## config.mk

```make
export PLATFORM = sky130hd
export DESIGN_NAME = mkrs_ctrl
export DESIGN_NICKNAME = d
export VERILOG_FILES = /design/src/rtl/mkrs_pkg.sv /design/src/rtl/mkrs_ctrl.sv
export SDC_FILE = /design/constraint.sdc
export NUM_CORES = 1
export LEC_CHECK = 0
export BUFFER_PORTS_ARGS = -buffer_cell sky130_fd_sc_hd__buf_2
export CAP_MARGIN = 20
export CORE_MARGIN = 4
export CORE_UTILIZATION = 23
export CTS_BUF_LIST = sky130_fd_sc_hd__clkbuf_8 sky130_fd_sc_hd__clkbuf_16
export CTS_CLUSTER_DIAMETER = 120
export DETAILED_ROUTE_END_ITERATION = 7
export SYNTH_ARGS = -nofsm -noshare
export SYNTH_HDL_FRONTEND = slang
export SYNTH_SLANG_ARGS = --single-unit
```

## constraint.sdc

```tcl
create_clock -name clk_i -period 3.2 [get_ports clk_i]
set_clock_uncertainty 0.15 [all_clocks]
set_input_delay 0.16 -clock clk_i [delete_from_list [all_inputs] [get_ports clk_i]]
set_output_delay 0.16 -clock clk_i [all_outputs]
set_load 0.03 [all_outputs]
```

## src/rtl/mkrs_pkg.sv

```systemverilog
// shared constants and controller/datapath interface types of the row sorter
package mkrs_pkg;

  localparam int MAX_ROWS       = 64;
  localparam int MAX_KEYS       = 4;
  localparam int NUM_KEY_FIELDS = 4;
  localparam int KEY_W          = 64;
  localparam int ROW_W          = $clog2(MAX_ROWS);
  localparam int CNT_W          = $clog2(MAX_ROWS + 1);
  localparam int ROWKEYS_W      = KEY_W * MAX_KEYS;
  localparam int SRC_W          = 6;
  localparam int KC_W           = 3;
  localparam int MASK_W         = 4;
  localparam int CFG_IDX_W      = 2;
  localparam int CFG_DATA_W     = 4;

  localparam logic [CFG_IDX_W-1:0] REG_KEY_COUNT = CFG_IDX_W'(0);
  localparam logic [CFG_IDX_W-1:0] REG_DESC_MASK = CFG_IDX_W'(1);

  typedef struct packed {
    logic accept;       // input request taken this cycle
    logic clear_batch;  // batch done, reset row count and overflow flag
    logic init_i;
    logic rd_row;       // read keys of row i, j starts at i
    logic ld_row;
    logic rd_ord;       // read order entry j-1
    logic rd_key;       // read keys of that entry
    logic cmp;
    logic shift;        // move order entry up one place
    logic place;        // drop row i into slot j
    logic init_p;
    logic next_p;
    logic emit_rd;
    logic out_load;
    logic out_pop;
  } mkrs_cmd_t;

  typedef struct packed {
    logic rows_zero;
    logic j_zero;
    logic j_is_one;
    logic i_last;
    logic p_last;
    logic precedes;
  } mkrs_status_t;

endpackage

```

## src/rtl/mkrs_ctrl.sv

```systemverilog
// controller: batch collection, insertion sort sequencing and result emission
module mkrs_ctrl import mkrs_pkg::*; (
  input  logic         clk_i,
  input  logic         rst_ni,
  input  logic         in_valid_i,
  input  logic         final_row_i,
  output logic         in_stall_o,
  input  logic         out_stall_i,
  input  mkrs_status_t status_i,
  output mkrs_cmd_t    cmd_o
);

  typedef enum logic [11:0] {
    S_IDLE      = 12'b000000000001,
    S_START     = 12'b000000000010,
    S_RD_ROW    = 12'b000000000100,
    S_LD_ROW    = 12'b000000001000,
    S_RD_ORD    = 12'b000000010000,
    S_RD_KEY    = 12'b000000100000,
    S_CMP       = 12'b000001000000,
    S_DECIDE    = 12'b000010000000,
    S_PLACE     = 12'b000100000000,
    S_EMIT_RD   = 12'b001000000000,
    S_EMIT_LD   = 12'b010000000000,
    S_EMIT_WAIT = 12'b100000000000
  } mkrs_state_e;

  mkrs_state_e state_q, state_d;

  always_comb begin
    state_d = state_q;
    cmd_o   = '0;
    unique case (state_q)
      S_IDLE: begin
        if (in_valid_i) begin
          cmd_o.accept = 1'b1;
          if (final_row_i) begin
            state_d = S_START;
          end
        end
      end
      S_START: begin
        if (status_i.rows_zero) begin
          cmd_o.clear_batch = 1'b1;
          state_d           = S_IDLE;
        end else begin
          cmd_o.init_i = 1'b1;
          state_d      = S_RD_ROW;
        end
      end
      S_RD_ROW: begin
        cmd_o.rd_row = 1'b1;
        state_d      = S_LD_ROW;
      end
      S_LD_ROW: begin
        cmd_o.ld_row = 1'b1;
        state_d      = status_i.j_zero ? S_PLACE : S_RD_ORD;
      end
      S_RD_ORD: begin
        cmd_o.rd_ord = 1'b1;
        state_d      = S_RD_KEY;
      end
      S_RD_KEY: begin
        cmd_o.rd_key = 1'b1;
        state_d      = S_CMP;
      end
      S_CMP: begin
        cmd_o.cmp = 1'b1;
        state_d   = S_DECIDE;
      end
      S_DECIDE: begin
        if (status_i.precedes) begin
          cmd_o.shift = 1'b1;
          state_d     = status_i.j_is_one ? S_PLACE : S_RD_ORD;
        end else begin
          state_d = S_PLACE;
        end
      end
      S_PLACE: begin
        cmd_o.place = 1'b1;
        if (status_i.i_last) begin
          cmd_o.init_p = 1'b1;
          state_d      = S_EMIT_RD;
        end else begin
          state_d = S_RD_ROW;
        end
      end
      S_EMIT_RD: begin
        cmd_o.emit_rd = 1'b1;
        state_d       = S_EMIT_LD;
      end
      S_EMIT_LD: begin
        cmd_o.out_load = 1'b1;
        state_d        = S_EMIT_WAIT;
      end
      S_EMIT_WAIT: begin
        if (!out_stall_i) begin
          cmd_o.out_pop = 1'b1;
          if (status_i.p_last) begin
            cmd_o.clear_batch = 1'b1;
            state_d           = S_IDLE;
          end else begin
            cmd_o.next_p = 1'b1;
            state_d      = S_EMIT_RD;
          end
        end
      end
      default: begin
        state_d = S_IDLE;
      end
    endcase
  end

  always_ff @(posedge clk_i or negedge rst_ni) begin
    if (!rst_ni) begin
      state_q <= S_IDLE;
    end else begin
      state_q <= state_d;
    end
  end

  assign in_stall_o = state_q != S_IDLE;

  a_place_sorting: assert property (@(posedge clk_i) disable iff (!rst_ni)
    (state_q == S_PLACE) |-> !status_i.rows_zero)
    else $error("sort step running on an empty batch");

endmodule

```

Word level (Yosys, flattened, before mapping)
Cells that the tools add are included.
- equal/unequal tests: 16
- mux-type cells: 34
- reduce and logical (&&, ||, !) cells: 1
- operators by type and width (kind ; count):
    case mux 12 bit (12 select lines) ; 1
    two-way mux 12 bit ; 3
    two-way mux 9 bit ; 3
    two-way mux 1 bit ; 22
    two-way mux 10 bit ; 2
    equality test 12 x 1 -> 1 bit, second input constant ; 1
    equality test 12 x 10 -> 1 bit, second input constant ; 1
    equality test 12 x 11 -> 1 bit, second input constant ; 1
    equality test 12 bit, second input constant ; 1
    equality test 12 x 2 -> 1 bit, second input constant ; 1
    equality test 12 x 3 -> 1 bit, second input constant ; 1
    equality test 12 x 4 -> 1 bit, second input constant ; 1
    equality test 12 x 5 -> 1 bit, second input constant ; 1
    equality test 12 x 6 -> 1 bit, second input constant ; 1
    equality test 12 x 7 -> 1 bit, second input constant ; 1
    equality test 12 x 8 -> 1 bit, second input constant ; 1
    equality test 12 x 9 -> 1 bit, second input constant ; 1
    inequality test 12 x 1 -> 1 bit, second input constant ; 1
    inequality test 2 bit, second input constant ; 3
    two-way mux 3 bit ; 1
    AND reduction 3 bit ; 1
    two-way mux 2 bit ; 1
    case mux 1 bit (2 select lines) ; 1
- register bits: 12
- input port bits: 11
- output and inout bits: 16
- word-level logic and storage cells: 52

Longest topological paths before layout
Gate-level depths: netlist of run 1.
- word-level depth: 3
- mapped depth: 7
- mapped depth without buffers: 6

Worst setup path before layout of run 1
No wires, ideal clock.
- kind: flip-flop to output port
- start point: register state_q[5]
- end point: output port cmd_o[13] (netlist name)
- arrival time: 2243 ps
- required time: 2890 ps
- setup slack: 647 ps
- cell stages (with the launch flop): 6
- buffers on the path: 1
- path through: dfrtp_1 buf_2 nor4_4 nand3_1 nor3_1 a32o_1
- RTL lines (item ; line ; RTL):
    from (decl) ; mkrs_ctrl.sv:28 ; mkrs_state_e state_q, state_d;
    from (signal assigned) ; mkrs_ctrl.sv:118 ; state_q <= state_d;
    to (decl) ; mkrs_ctrl.sv:10 ; output mkrs_cmd_t cmd_o

==> results of run 1 <==
## worst max-delay path, stage by stage, from the launching register on
cell	delay [ns]
sky130_fd_sc_hd__dfrtp_1	0.42
sky130_fd_sc_hd__nor4_4	0.42
sky130_fd_sc_hd__nand3_4	0.17
sky130_fd_sc_hd__or4_4	0.53
sky130_fd_sc_hd__nor2_1	0.11
sky130_fd_sc_hd__buf_2	0.20
## through the flow
| step | utilization (%) | power, uW | instances | hold slack (ns) |
|---|---|---|---|---|
| floorplan | - | 307 | 87 | -0.286 |
| global route | 32.0 | 558 | 165 | 0.0110 |
| global placement | 29.5 | 350 | 158 | -0.0905 |
| finish | 32.0 | 523 | 165 | -0.00459 |
| CTS | 32.0 | 528 | 165 | 0.000268 |
| detailed placement | 29.5 | 353 | 158 | -0.0916 |
## power groups by stage
stage / logic [uW] / registers, uW / clock network [uW]
after floorplan: 127 / 180 / 0
after global placement: 168 / 182 / 0
after detailed placement: 169 / 183 / 0
after CTS: 174 / 180 / 174
after global routing: 194 / 182 / 183
final: 171 / 180 / 171
## cell type report
type | instances | area, sq um | area share (%)
Clock buffer | 4 | 55.1 | 5.12
Inverter | 3 | 11.3 | 1.05
Multi-Input combinational cell | 71 | 490 | 45.6
Sequential cell | 12 | 302 | 28.0
Tap cell | 46 | 57.6 | 5.35
Timing Repair Buffer | 29 | 160 | 14.9
## path summary, 6_finish.rpt
check | from | end
max | state_q[1]$_DFFE_PN0P_ | cmd_o[6]
min | status_i[4] | state_q[8]$_DFFE_PN0P_
max reg2reg | state_q[5]$_DFFE_PN0P_ | state_q[4]$_DFFE_PN0P_
min reg2reg | state_q[4]$_DFFE_PN0P_ | state_q[7]$_DFFE_PN0P_
max in group asynchronous | rst_ni | state_q[0]$_DFFE_PN1P_
min in group asynchronous | rst_ni | state_q[6]$_DFFE_PN0P_
## cells by family after synthesis
| kind of cell | synth area share [%] |
|---|---|
| compound gates | 15.8 |
| xor+xnor | 1.08 |
| buf+inv | 2.01 |
| flops | 37.3 |
| simple gates | 43.8 |
## metal layers
layer	share of wire, %	wire, microns	track usage, %
met5	0	0	0
met4	2.8	57	6.08
met3	4.4	89	2.66
met2	50	1020	17.1
met1	42	858	11.8
## layout by cell type (no fill, tap or decap), types with 2 or more instances in the layout
master	count
sky130_fd_sc_hd__nor4b_1	2
sky130_fd_sc_hd__nor3b_1	3
sky130_fd_sc_hd__nand2_1	5
sky130_fd_sc_hd__inv_1	3
sky130_fd_sc_hd__nor3_1	3
sky130_fd_sc_hd__nor4_4	2
sky130_fd_sc_hd__a21oi_1	3
sky130_fd_sc_hd__nand2b_1	4
sky130_fd_sc_hd__buf_2	26
sky130_fd_sc_hd__and3_2	2
sky130_fd_sc_hd__nand3_1	3
sky130_fd_sc_hd__dfrtp_1	11
sky130_fd_sc_hd__and3_1	2
sky130_fd_sc_hd__dlygate4sd3_1	3
sky130_fd_sc_hd__nor4_1	5
sky130_fd_sc_hd__nor2_1	12
sky130_fd_sc_hd__clkbuf_8	4
sky130_fd_sc_hd__and2_1	2
==> report_table.html, run 1 <==
<table>
<tr><th>Metric</th><th>Value</th></tr>
<tr><th colspan="2">Synthesis</th></tr>
<tr><td>Synth top area cells</td><td>sky130_fd_sc_hd__dfrtp_1 (34%), sky130_fd_sc_hd__nor2_1 (5.6%), sky130_fd_sc_hd__nor4_4 (5.3%)</td></tr>
<tr><td>Number of distinct library cell variants in the gate-level netlist after synthesis</td><td>40</td></tr>
<tr><td>Cell types with the highest counts after synthesis</td><td>sky130_fd_sc_hd__nor2_1 (12), sky130_fd_sc_hd__dfrtp_1 (11), sky130_fd_sc_hd__nand2_1 (5), sky130_fd_sc_hd__nor4_1 (5), sky130_fd_sc_hd__nand2b_1 (4)</td></tr>
<tr><td>Synth top area share</td><td>34.1%</td></tr>
<tr><td>Asr flop ratio synth</td><td>100%</td></tr>
<tr><td>Number of enable flip-flop cells after synthesis</td><td>0</td></tr>
<tr><td>Post-synth net total</td><td>98</td></tr>
<tr><td>Yosys warning total</td><td>0</td></tr>
<tr><td>Combined area of all synthesized cells</td><td>808 sq um</td></tr>
<tr><td>Sequential element share of the synthesized area</td><td>37.3%</td></tr>
<tr><td>Largest area contributor in the netlist</td><td>sky130_fd_sc_hd__dfrtp_1</td></tr>
<tr><td>Post-synth top flop</td><td>sky130_fd_sc_hd__dfrtp_1</td></tr>
<tr><td>Cell count after synthesis</td><td>87</td></tr>
<tr><td>Library cell with the highest instance count after synthesis</td><td>sky130_fd_sc_hd__nor2_1</td></tr>
<tr><td>FF+latch count, synth</td><td>12</td></tr>
<tr><td>Post-Synthesis Mean Instance Area</td><td>9.29 sq um</td></tr>
<tr><th colspan="2">Route</th></tr>
<tr><td>DR WL/cell</td><td>12.3 microns</td></tr>
<tr><td>First-pass iteration count of the detailed router</td><td>4</td></tr>
<tr><td>Initial DRC Count</td><td>20</td></tr>
<tr><td>Detail-routed via count per cell</td><td>4.79</td></tr>
<tr><td>Number of vias in the routed layout</td><td>791</td></tr>
<tr><td>Sum of routed wire length over all layers</td><td>2030 microns</td></tr>
<tr><td>Antenna violation net count after detailed routing</td><td>0</td></tr>
<tr><td>DRC violation count after routing</td><td>0</td></tr>
<tr><th colspan="2">Final layout</th></tr>
<tr><td>Number of antenna cells inserted</td><td>0</td></tr>
<tr><td>Number of fill cells</td><td>381</td></tr>
<tr><td>Share of post-route cells with drive strength above 1</td><td>33.6%</td></tr>
<tr><td>Registers with the most flip-flops</td><td>state_q x12</td></tr>
<tr><td>Final standard cell area without fillers</td><td>1080 sq um</td></tr>
<tr><td>Area added between synthesis and finish</td><td>33.1%</td></tr>
<tr><td>Final net count</td><td>131</td></tr>
<tr><td>Register with the most flip-flops</td><td>state_q</td></tr>
<tr><td>Number of flip-flops in the largest register</td><td>12</td></tr>
<tr><th colspan="2">Global routing</th></tr>
<tr><td>Initial antenna violation count</td><td>0</td></tr>
<tr><td>Global-route congestion overflow total</td><td>0</td></tr>
<tr><td>Via count of the first global-routing pass</td><td>789</td></tr>
<tr><td>First-pass GRT wire length</td><td>3450 microns</td></tr>
<tr><td>Global router's overall resource usage</td><td>10.3%</td></tr>
<tr><td>Largest net degree at the start of global routing</td><td>13</td></tr>
<tr><th colspan="2">Power and ir drop</th></tr>
<tr><td>Part of the total power dissipated in combinational logic</td><td>32.8%</td></tr>
<tr><td>Internal power component</td><td>338 uW</td></tr>
<tr><td>Seq pwr share</td><td>34.5%</td></tr>
<tr><td>Net load switching power</td><td>185 uW</td></tr>
<tr><td>Clock network fraction of total power</td><td>32.7%</td></tr>
<tr><td>Power density over cell area</td><td>486 nW/um^2</td></tr>
<tr><td>Peak supply drop</td><td>0.267 mV</td></tr>
<tr><td>Switching power as a share of total power</td><td>35.4%</td></tr>
<tr><td>Leak</td><td>0.000508 uW</td></tr>
<tr><th colspan="2">Clock tree</th></tr>
<tr><td>TritonCTS Buffers</td><td>3</td></tr>
<tr><td>Clock Tree Root</td><td>sky130_fd_sc_hd__clkbuf_8</td></tr>
<tr><td>H-tree depth</td><td>1</td></tr>
<tr><td>Clock net sink count</td><td>12</td></tr>
<tr><td>TritonCTS clock tree</td><td>done</td></tr>
<tr><td>Number of gates resized after cts</td><td>0</td></tr>
<tr><td>Number of buffers inserted by hold repair at cts</td><td>3</td></tr>
<tr><td>Post-CTS setup buffer count</td><td>0</td></tr>
<tr><td>Clock transition at the registers of the reported paths</td><td>0.06 ns</td></tr>
<tr><td>Insertion delay to the later sink of the worst-skew pair</td><td>0.24 ns</td></tr>
<tr><td>Maximum number of buffers from clock root to sink</td><td>2</td></tr>
<tr><th colspan="2">Timing</th></tr>
<tr><td>Final count of pins violating max slew</td><td>0</td></tr>
<tr><td>RSZ-0062 raised after global routing</td><td>no</td></tr>
<tr><td>Final Cycle Share</td><td>75.3%</td></tr>
<tr><td>Final setup vio count</td><td>0</td></tr>
<tr><td>Headroom to the max-slew limit</td><td>68.7%</td></tr>
<tr><td>Final hold vios</td><td>1</td></tr>
<tr><td>Worst slew pin tran</td><td>0.463 ns</td></tr>
<tr><td>Max Fclk</td><td>0.415 GHz</td></tr>
<tr><td>Hold_ws</td><td>-0.00459 ns</td></tr>
<tr><td>Clock period minus final worst setup slack</td><td>2.41 ns</td></tr>
<tr><td>Setup TNS</td><td>0 ns</td></tr>
<tr><td>Final worst slack</td><td>0.791 ns</td></tr>
<tr><th colspan="2">Worst hold path</th></tr>
<tr><td>Hold Path Depth</td><td>2</td></tr>
<tr><td>Path type of the worst min-delay path</td><td>in -&gt; reg</td></tr>
<tr><th colspan="2">Floorplan</th></tr>
<tr><td>Die width</td><td>67.3 microns</td></tr>
<tr><td>Total Die Area</td><td>4530 sq um</td></tr>
<tr><td>Initial standard-cell utilization of the core</td><td>24.0%</td></tr>
<tr><td>Ports</td><td>27</td></tr>
<tr><td>Core Area</td><td>3360 sq um</td></tr>
<tr><td>Die height</td><td>67.3 microns</td></tr>
<tr><td>Cell row count</td><td>21</td></tr>
<tr><th colspan="2">Worst setup path</th></tr>
<tr><td>Required time worst endpoint</td><td>2.89 ns</td></tr>
<tr><td>Arrival time of data at the critical path endpoint</td><td>2.10 ns</td></tr>
<tr><td>Worst-path maximum fanout</td><td>8</td></tr>
<tr><td>Startpoint types</td><td>flip-flop</td></tr>
<tr><td>Length in cells of the worst reg-to-reg path</td><td>4</td></tr>
<tr><td>Setup CP Type</td><td>reg -&gt; out</td></tr>
<tr><td>Kind of end point of the critical path</td><td>output pin</td></tr>
<tr><td>Flop2flop setup slack</td><td>1.22 ns</td></tr>
<tr><th colspan="2">Outcome</th></tr>
<tr><td>Status</td><td>complete, but fails checks</td></tr>
<tr><td>Failing checks</td><td>hold timing</td></tr>
<tr><th colspan="2">Placement</th></tr>
<tr><td>Standard cell area after detailed placement</td><td>991 sq um</td></tr>
<tr><td>Routability Congestion</td><td>0.743</td></tr>
<tr><td>HPWL after detailed placement</td><td>1590 microns</td></tr>
<tr><td>Minimum setup slack after placement</td><td>1.05 ns</td></tr>
<tr><td>Buffers added on ports</td><td>26</td></tr>
<tr><th colspan="2">Run</th></tr>
<tr><td>Max-cap viol count</td><td>0</td></tr>
</table>
No activity file was read; power rests on OpenSTA's default activity.
==> run 2: changes to the inputs <==
==> constraint.sdc (replaced) <==
create_clock -name clk_i -period 1.95 [get_ports clk_i]
set_clock_uncertainty 0.15 [all_clocks]
set_input_delay 0.0975 -clock clk_i [delete_from_list [all_inputs] [get_ports clk_i]]
set_output_delay 0.0975 -clock clk_i [all_outputs]
set_load 0.03 [all_outputs]
==> report_table.html, run 2 (synthesis results as in run 1) <==
<table>
<tr><th>Metric</th><th>Value</th></tr>
<tr><th colspan="2">Final layout</th></tr>
<tr><td>Registers with the most flip-flops</td><td>state_q x12</td></tr>
<tr><td>Most common library cell in the layout ignoring fill and taps</td><td>sky130_fd_sc_hd__buf_4</td></tr>
<tr><td>Final standard cell area without fillers</td><td>1490 sq um</td></tr>
<tr><td>Combined area of the multi-input logic cells</td><td>624 sq um</td></tr>
<tr><td>Number of antenna cells inserted</td><td>0</td></tr>
<tr><td>Register area</td><td>302 sq um</td></tr>
<tr><td>Most frequent cells in the layout</td><td>sky130_fd_sc_hd__buf_4 (27), sky130_fd_sc_hd__buf_2 (13), sky130_fd_sc_hd__dfrtp_1 (11), sky130_fd_sc_hd__nor2_1 (10), sky130_fd_sc_hd__buf_6 (9)</td></tr>
<tr><td>Number of fill cells</td><td>349</td></tr>
<tr><td>Share of post-route cells with drive strength above 1</td><td>56.2%</td></tr>
<tr><td>Non-filler instance count after layout</td><td>192</td></tr>
<tr><td>Number of flip-flops in the largest register</td><td>12</td></tr>
<tr><td>Register with the most flip-flops</td><td>state_q</td></tr>
<tr><td>Final net count</td><td>158</td></tr>
<tr><td>Area added between synthesis and finish</td><td>84.2%</td></tr>
<tr><th colspan="2">Clock tree</th></tr>
<tr><td>Clock Tree Root</td><td>sky130_fd_sc_hd__clkbuf_8</td></tr>
<tr><td>TritonCTS Buffers</td><td>3</td></tr>
<tr><td>Insertion delay to the later sink of the worst-skew pair</td><td>0.24 ns</td></tr>
<tr><td>H-tree depth</td><td>1</td></tr>
<tr><td>TritonCTS clock tree</td><td>done</td></tr>
<tr><td>Clock transition at the registers of the reported paths</td><td>0.05 ns</td></tr>
<tr><td>Maximum number of buffers from clock root to sink</td><td>2</td></tr>
<tr><td>Clock net sink count</td><td>12</td></tr>
<tr><th colspan="2">Worst setup path</th></tr>
<tr><td>Worst-path maximum fanout</td><td>2</td></tr>
<tr><td>Setup CP Type</td><td>reg -&gt; out</td></tr>
<tr><td>Required time worst endpoint</td><td>1.70 ns</td></tr>
<tr><td>Startpoint types</td><td>flip-flop</td></tr>
<tr><td>Arrival time of data at the critical path endpoint</td><td>1.84 ns</td></tr>
<tr><td>Length in cells of the worst reg-to-reg path</td><td>5</td></tr>
<tr><td>Kind of end point of the critical path</td><td>output pin</td></tr>
<tr><th colspan="2">Global routing</th></tr>
<tr><td>Global-route congestion overflow total</td><td>0</td></tr>
<tr><td>Global router's overall resource usage</td><td>12.2%</td></tr>
<tr><td>First-pass GRT wire length</td><td>4030 microns</td></tr>
<tr><td>Via count of the first global-routing pass</td><td>907</td></tr>
<tr><td>Initial antenna violation count</td><td>0</td></tr>
<tr><td>Largest net degree at the start of global routing</td><td>13</td></tr>
<tr><th colspan="2">Floorplan</th></tr>
<tr><td>Initial standard-cell utilization of the core</td><td>24.0%</td></tr>
<tr><td>Die width</td><td>67.3 microns</td></tr>
<tr><td>Ports</td><td>27</td></tr>
<tr><td>Die height</td><td>67.3 microns</td></tr>
<tr><td>Cell row count</td><td>21</td></tr>
<tr><td>Core Area</td><td>3360 sq um</td></tr>
<tr><td>Total Die Area</td><td>4530 sq um</td></tr>
<tr><th colspan="2">Placement</th></tr>
<tr><td>Buffers added on ports</td><td>26</td></tr>
<tr><td>Inst Count DP</td><td>172</td></tr>
<tr><td>HPWL after detailed placement</td><td>1700 microns</td></tr>
<tr><td>Routability Congestion</td><td>0.791</td></tr>
<tr><td>Standard cell area after detailed placement</td><td>1140 sq um</td></tr>
<tr><th colspan="2">Worst hold path</th></tr>
<tr><td>Hold Path Depth</td><td>3</td></tr>
<tr><td>Path type of the worst min-delay path</td><td>in -&gt; reg</td></tr>
<tr><th colspan="2">Run</th></tr>
<tr><td>Max-cap viol count</td><td>0</td></tr>
<tr><th colspan="2">Route</th></tr>
<tr><td>Sum of routed wire length over all layers</td><td>2650 microns</td></tr>
<tr><td>Antenna violation net count after detailed routing</td><td>0</td></tr>
<tr><td>DR WL/cell</td><td>13.8 microns</td></tr>
<tr><td>Number of vias in the routed layout</td><td>921</td></tr>
<tr><td>DRC violation count after routing</td><td>0</td></tr>
<tr><td>Detail-routed via count per cell</td><td>4.80</td></tr>
<tr><td>First-pass iteration count of the detailed router</td><td>4</td></tr>
<tr><td>Initial DRC Count</td><td>4</td></tr>
<tr><th colspan="2">Outcome</th></tr>
<tr><td>Status</td><td>complete, but fails checks</td></tr>
<tr><td>Failing checks</td><td>setup timing</td></tr>
<tr><th colspan="2">Power and ir drop</th></tr>
<tr><td>Power density over cell area</td><td>700 nW/um^2</td></tr>
<tr><td>Total power draw</td><td>1040 uW</td></tr>
<tr><td>Leak</td><td>0.000690 uW</td></tr>
<tr><td>Peak supply drop</td><td>0.551 mV</td></tr>
<tr><th colspan="2">Timing</th></tr>
<tr><td>Setup TNS</td><td>-0.336 ns</td></tr>
<tr><td>Final count of pins violating max slew</td><td>0</td></tr>
<tr><td>Hold_ws</td><td>0.0475 ns</td></tr>
<tr><td>Clock period minus final worst setup slack</td><td>2.09 ns</td></tr>
<tr><td>Worst slew pin tran</td><td>0.472 ns</td></tr>
<tr><td>Final worst slack</td><td>-0.139 ns</td></tr>
<tr><td>Headroom to the max-slew limit</td><td>68.4%</td></tr>
<tr><td>Final hold vios</td><td>0</td></tr>
<tr><td>Final Cycle Share</td><td>107%</td></tr>
<tr><td>Final setup vio count</td><td>5</td></tr>
<tr><td>Max Fclk</td><td>0.479 GHz</td></tr>
<tr><td>RSZ-0062 raised after global routing</td><td>yes</td></tr>
</table>
==> run 2: cell types whose count changed in the layout (fill, tap and decap cells not counted), sizes merged <==
cell / change
buf: +23
dlygate4sd3: +4
==> run 2: what timing repair did <==
action	4_1_cts	5_1_grt
setup endpoints to repair	13	16
gates cloned	0	0
hold buffers	7	0
pin swaps	3	5
setup buffers	4	5
endpoints found under the hold margin	16	0
gates resized for setup	23	19
==> run 2: area by class of cell <==
cell class | instances | share of cell area, %
well taps | 46 | 3.87
multi-input cells | 71 | 41.9
repair buffers | 56 | 29.5
inverters | 3 | 0.756
flip-flops and latches | 12 | 20.3
clock buffers | 4 | 3.70
==> run 2: worst max-delay path: stages (launching register included) <==
cell and delay, ns:
sky130_fd_sc_hd__dfrtp_1 0.40, sky130_fd_sc_hd__nor4_4 0.35, sky130_fd_sc_hd__nand3_4 0.09, sky130_fd_sc_hd__or4_4 0.52
sky130_fd_sc_hd__nor2_4 0.10, sky130_fd_sc_hd__buf_6 0.13
==> run 2: layer usage <==
| metal | part of all wire (%) | global-route usage, % | vias up |
|---|---|---|---|
| li1 | - | - | 449 |
| met1 | 39 | 12.6 | 446 |
| met2 | 56 | 22.9 | 20 |
| met3 | 2.6 | 2.66 | 6 |
| met4 | 2.5 | 6.08 | 0 |
| met5 | 0 | 0 | - |
==> run 2: final timing paths <==
| kind | from | to | slack (ns) |
|---|---|---|---|
| min in group asynchronous | rst_ni | state_q[2]$_DFFE_PN0P_ | 0.13 |
| setup reg to reg | state_q[3]$_DFFE_PN0P_ | state_q[4]$_DFFE_PN0P_ | 0.03 |
| hold reg to reg | state_q[3]$_DFFE_PN0P_ | state_q[3]$_DFFE_PN0P_ | 0.49 |
| max in group asynchronous | rst_ni | state_q[0]$_DFFE_PN1P_ | 1.24 |
| hold / removal | out_stall_i | state_q[11]$_DFFE_PN0P_ | 0.05 |
| setup / recovery | state_q[3]$_DFFE_PN0P_ | cmd_o[6] | -0.14 |
==> run 2: stage by stage <==
step / setup WS, ns / utilization, %
floorplan: -0.174 / -
global placement: 0.0684 / 33.9
detailed placement: 0.0354 / 33.9
CTS: -0.150 / 40.7
global route: -0.213 / 44.3
finish: -0.139 / 44.3
==> run 2: power breakdown <==
part | switching, uW | total (uW) | internal [uW]
Clock | 92.2 | 271 | 178
Sequential | 20.0 | 292 | 272
Combinational | 249 | 479 | 230
Total | 361 | 1040 | 681
==> run 3: changes to the inputs <==
--- a/config.mk
+++ b/config.mk
@@ -7,11 +7,13 @@
 export LEC_CHECK = 0
 export BUFFER_PORTS_ARGS = -buffer_cell sky130_fd_sc_hd__buf_2
 export CAP_MARGIN = 20
+export CORE_ASPECT_RATIO = 1.75
 export CORE_MARGIN = 4
 export CORE_UTILIZATION = 23
 export CTS_BUF_LIST = sky130_fd_sc_hd__clkbuf_8 sky130_fd_sc_hd__clkbuf_16
 export CTS_CLUSTER_DIAMETER = 120
 export DETAILED_ROUTE_END_ITERATION = 7
+export MAX_ROUTING_LAYER = met4
 export SYNTH_ARGS = -nofsm -noshare
 export SYNTH_HDL_FRONTEND = slang
 export SYNTH_SLANG_ARGS = --single-unit
==> report_table.html, run 3 (synthesis results as in run 1) <==
<table>
<tr><th>Metric</th><th>Value</th></tr>
<tr><th colspan="2">Floorplan</th></tr>
<tr><td>Die width</td><td>52.8 microns</td></tr>
<tr><td>Core Area</td><td>3400 sq um</td></tr>
<tr><td>Cell row count</td><td>28</td></tr>
<tr><td>Initial standard-cell utilization of the core</td><td>23.8%</td></tr>
<tr><td>Total Die Area</td><td>4560 sq um</td></tr>
<tr><td>Ports</td><td>27</td></tr>
<tr><td>Die height</td><td>86.4 microns</td></tr>
<tr><th colspan="2">Worst setup path</th></tr>
<tr><td>Required time worst endpoint</td><td>1.70 ns</td></tr>
<tr><td>Startpoint types</td><td>flip-flop</td></tr>
<tr><td>Cells traversed along the worst timing path</td><td>nor4_4, nand3_4, or4_4, nor2_4, buf_6</td></tr>
<tr><td>Arrival time of data at the critical path endpoint</td><td>1.86 ns</td></tr>
<tr><td>Cell with the biggest individual delay on the critical path</td><td>sky130_fd_sc_hd__or4_4</td></tr>
<tr><td>Slowest stage delay, CP</td><td>0.52 ns</td></tr>
<tr><td>Kind of end point of the critical path</td><td>output pin</td></tr>
<tr><td>Worst-path maximum fanout</td><td>2</td></tr>
<tr><td>Setup CP Type</td><td>reg -&gt; out</td></tr>
<tr><th colspan="2">Clock tree</th></tr>
<tr><td>Clock net sink count</td><td>12</td></tr>
<tr><td>Maximum number of buffers from clock root to sink</td><td>2</td></tr>
<tr><td>TritonCTS clock tree</td><td>done</td></tr>
<tr><td>Clock transition at the registers of the reported paths</td><td>0.06 ns</td></tr>
<tr><td>TritonCTS Buffers</td><td>3</td></tr>
<tr><td>Clock Tree Root</td><td>sky130_fd_sc_hd__clkbuf_8</td></tr>
<tr><td>H-tree depth</td><td>1</td></tr>
<tr><td>Insertion delay to the later sink of the worst-skew pair</td><td>0.25 ns</td></tr>
<tr><th colspan="2">Outcome</th></tr>
<tr><td>Failing checks</td><td>setup timing</td></tr>
<tr><td>Status</td><td>complete, but fails checks</td></tr>
<tr><th colspan="2">Global routing</th></tr>
<tr><td>Initial antenna violation count</td><td>0</td></tr>
<tr><td>GRT met2 Usage</td><td>21.5%</td></tr>
<tr><td>Met1 usage</td><td>14.8%</td></tr>
<tr><td>Global-route congestion overflow total</td><td>0</td></tr>
<tr><td>Global router's overall resource usage</td><td>12.8%</td></tr>
<tr><td>Via count of the first global-routing pass</td><td>897</td></tr>
<tr><td>Global Route met3 Usage</td><td>1.55%</td></tr>
<tr><td>Largest net degree at the start of global routing</td><td>13</td></tr>
<tr><td>Global routing's busiest layer</td><td>met2</td></tr>
<tr><td>First-pass GRT wire length</td><td>4200 microns</td></tr>
<tr><th colspan="2">Route</th></tr>
<tr><td>First-pass iteration count of the detailed router</td><td>4</td></tr>
<tr><td>Antenna violation net count after detailed routing</td><td>0</td></tr>
<tr><td>Initial DRC Count</td><td>12</td></tr>
<tr><td>Detail-routed via count per cell</td><td>4.80</td></tr>
<tr><td>DRC violation count after routing</td><td>0</td></tr>
<tr><td>DR WL/cell</td><td>14.1 microns</td></tr>
<tr><td>Sum of routed wire length over all layers</td><td>2670 microns</td></tr>
<tr><td>Number of vias in the routed layout</td><td>907</td></tr>
<tr><th colspan="2">Final layout</th></tr>
<tr><td>Area added between synthesis and finish</td><td>86.4%</td></tr>
<tr><td>Most frequent cells in the layout</td><td>sky130_fd_sc_hd__buf_4 (22), sky130_fd_sc_hd__buf_2 (13), sky130_fd_sc_hd__buf_6 (12), sky130_fd_sc_hd__nor2_1 (9), sky130_fd_sc_hd__dfrtp_1 (9)</td></tr>
<tr><td>Registers with the most flip-flops</td><td>state_q x12</td></tr>
<tr><td>Final net count</td><td>156</td></tr>
<tr><td>Register with the most flip-flops</td><td>state_q</td></tr>
<tr><td>Share of post-route cells with drive strength above 1</td><td>58.3%</td></tr>
<tr><td>Number of antenna cells inserted</td><td>0</td></tr>
<tr><td>Most common library cell in the layout ignoring fill and taps</td><td>sky130_fd_sc_hd__buf_4</td></tr>
<tr><td>Fraction of the core area covered by cells at the end of the flow</td><td>44.3%</td></tr>
<tr><td>Number of flip-flops in the largest register</td><td>12</td></tr>
<tr><td>Non-filler instance count after layout</td><td>189</td></tr>
<tr><th colspan="2">Timing</th></tr>
<tr><td>Final count of pins violating max slew</td><td>0</td></tr>
<tr><td>Clock period minus final worst setup slack</td><td>2.11 ns</td></tr>
<tr><td>Final worst slack</td><td>-0.157 ns</td></tr>
<tr><td>RSZ-0062 raised after global routing</td><td>yes</td></tr>
<tr><td>Final Cycle Share</td><td>108%</td></tr>
<tr><td>Final hold vios</td><td>0</td></tr>
<tr><td>Setup TNS</td><td>-0.644 ns</td></tr>
<tr><td>Final setup vio count</td><td>9</td></tr>
<tr><td>Headroom to the max-slew limit</td><td>71.0%</td></tr>
<tr><td>Worst slew pin tran</td><td>0.434 ns</td></tr>
<tr><td>Max Fclk</td><td>0.475 GHz</td></tr>
<tr><th colspan="2">Run</th></tr>
<tr><td>Max-cap viol count</td><td>0</td></tr>
<tr><th colspan="2">Placement</th></tr>
<tr><td>Buffers added on ports</td><td>26</td></tr>
<tr><td>Routability Congestion</td><td>0.773</td></tr>
<tr><td>HPWL after detailed placement</td><td>1780 microns</td></tr>
<tr><td>Inst Count DP</td><td>169</td></tr>
<tr><th colspan="2">Power and ir drop</th></tr>
<tr><td>Peak supply drop</td><td>0.554 mV</td></tr>
<tr><td>Leak</td><td>0.000676 uW</td></tr>
<tr><td>Total power draw</td><td>1020 uW</td></tr>
<tr><td>Power density over cell area</td><td>674 nW/um^2</td></tr>
<tr><th colspan="2">Worst hold path</th></tr>
<tr><td>Path type of the worst min-delay path</td><td>in -&gt; reg</td></tr>
</table>
==> run 3: per-stage QoR <==
stage / area [sq um] / hold slack (ns) / setup WS (ns)
floorplan: 851 / -0.348 / -0.174
CTS: 1380 / 0.0494 / -0.200
global placement: 1120 / -0.155 / 0.0385
finish: 1510 / 0.0526 / -0.157
detailed placement: 1120 / -0.155 / 0.00696
global route: 1510 / 0.0846 / -0.254
==> run 3: repair_timing <==
action                                 4_1_cts  5_1_grt
pin swaps                                    5       11
resized for setup                           28       27
endpoints found under the hold margin       16        0
hold buffers                                 7        0
setup buffers                                6        5
setup endpoints to repair                   12       18
gates cloned                                 0        0
==> run 3: power breakdown <==
part / switching [uW] / internal, uW
clock network: 97.1 / 139
registers: 19.9 / 272
logic: 261 / 226
==> run 3: layout make-up <==
cell class,count,area [sq um]
Clock buffer,3,41.3
Clock inverter,1,3.75
Fill cell,344,1890
Inverter,3,11.3
Multi-Input combinational cell,71,654
Sequential cell,12,304
Tap cell,45,56.3
Timing Repair Buffer,54,435
==> run 3: metal layers <==
| metal | share of wire, % | up-vias | routed length (microns) |
|---|---|---|---|
| met4 | 2.8 | 0 | 76 |
| li1 | - | 444 | - |
| met5 | 0 | - | 0 |
| met3 | 3.9 | 7 | 105 |
| met1 | 39 | 426 | 1050 |
| met2 | 54 | 30 | 1440 |
==> run 3: critical path: cells and delay by family, from the launching register on <==
family | cells | cell delay [ns]
DFF | 1 | 0.40
and+or+nand+nor | 4 | 1.10
buffers and inverters | 1 | 0.13
==> run 3: worst paths after layout <==
path	startpoint	end	slack (ns)	cells after the start
hold reg to reg	state_q[4]$_DFFE_PN0P_	state_q[7]$_DFFE_PN0P_	0.49	2
max in group asynchronous	rst_ni	state_q[0]$_DFFE_PN1P_	1.24	2
hold / removal	out_stall_i	state_q[11]$_DFFE_PN0P_	0.05	3
setup / recovery	state_q[1]$_DFFE_PN0P_	cmd_o[6]	-0.16	5
min in group asynchronous	rst_ni	state_q[10]$_DFFE_PN0P_	0.12	2
setup reg to reg	state_q[1]$_DFFE_PN0P_	state_q[4]$_DFFE_PN0P_	-0.04	5
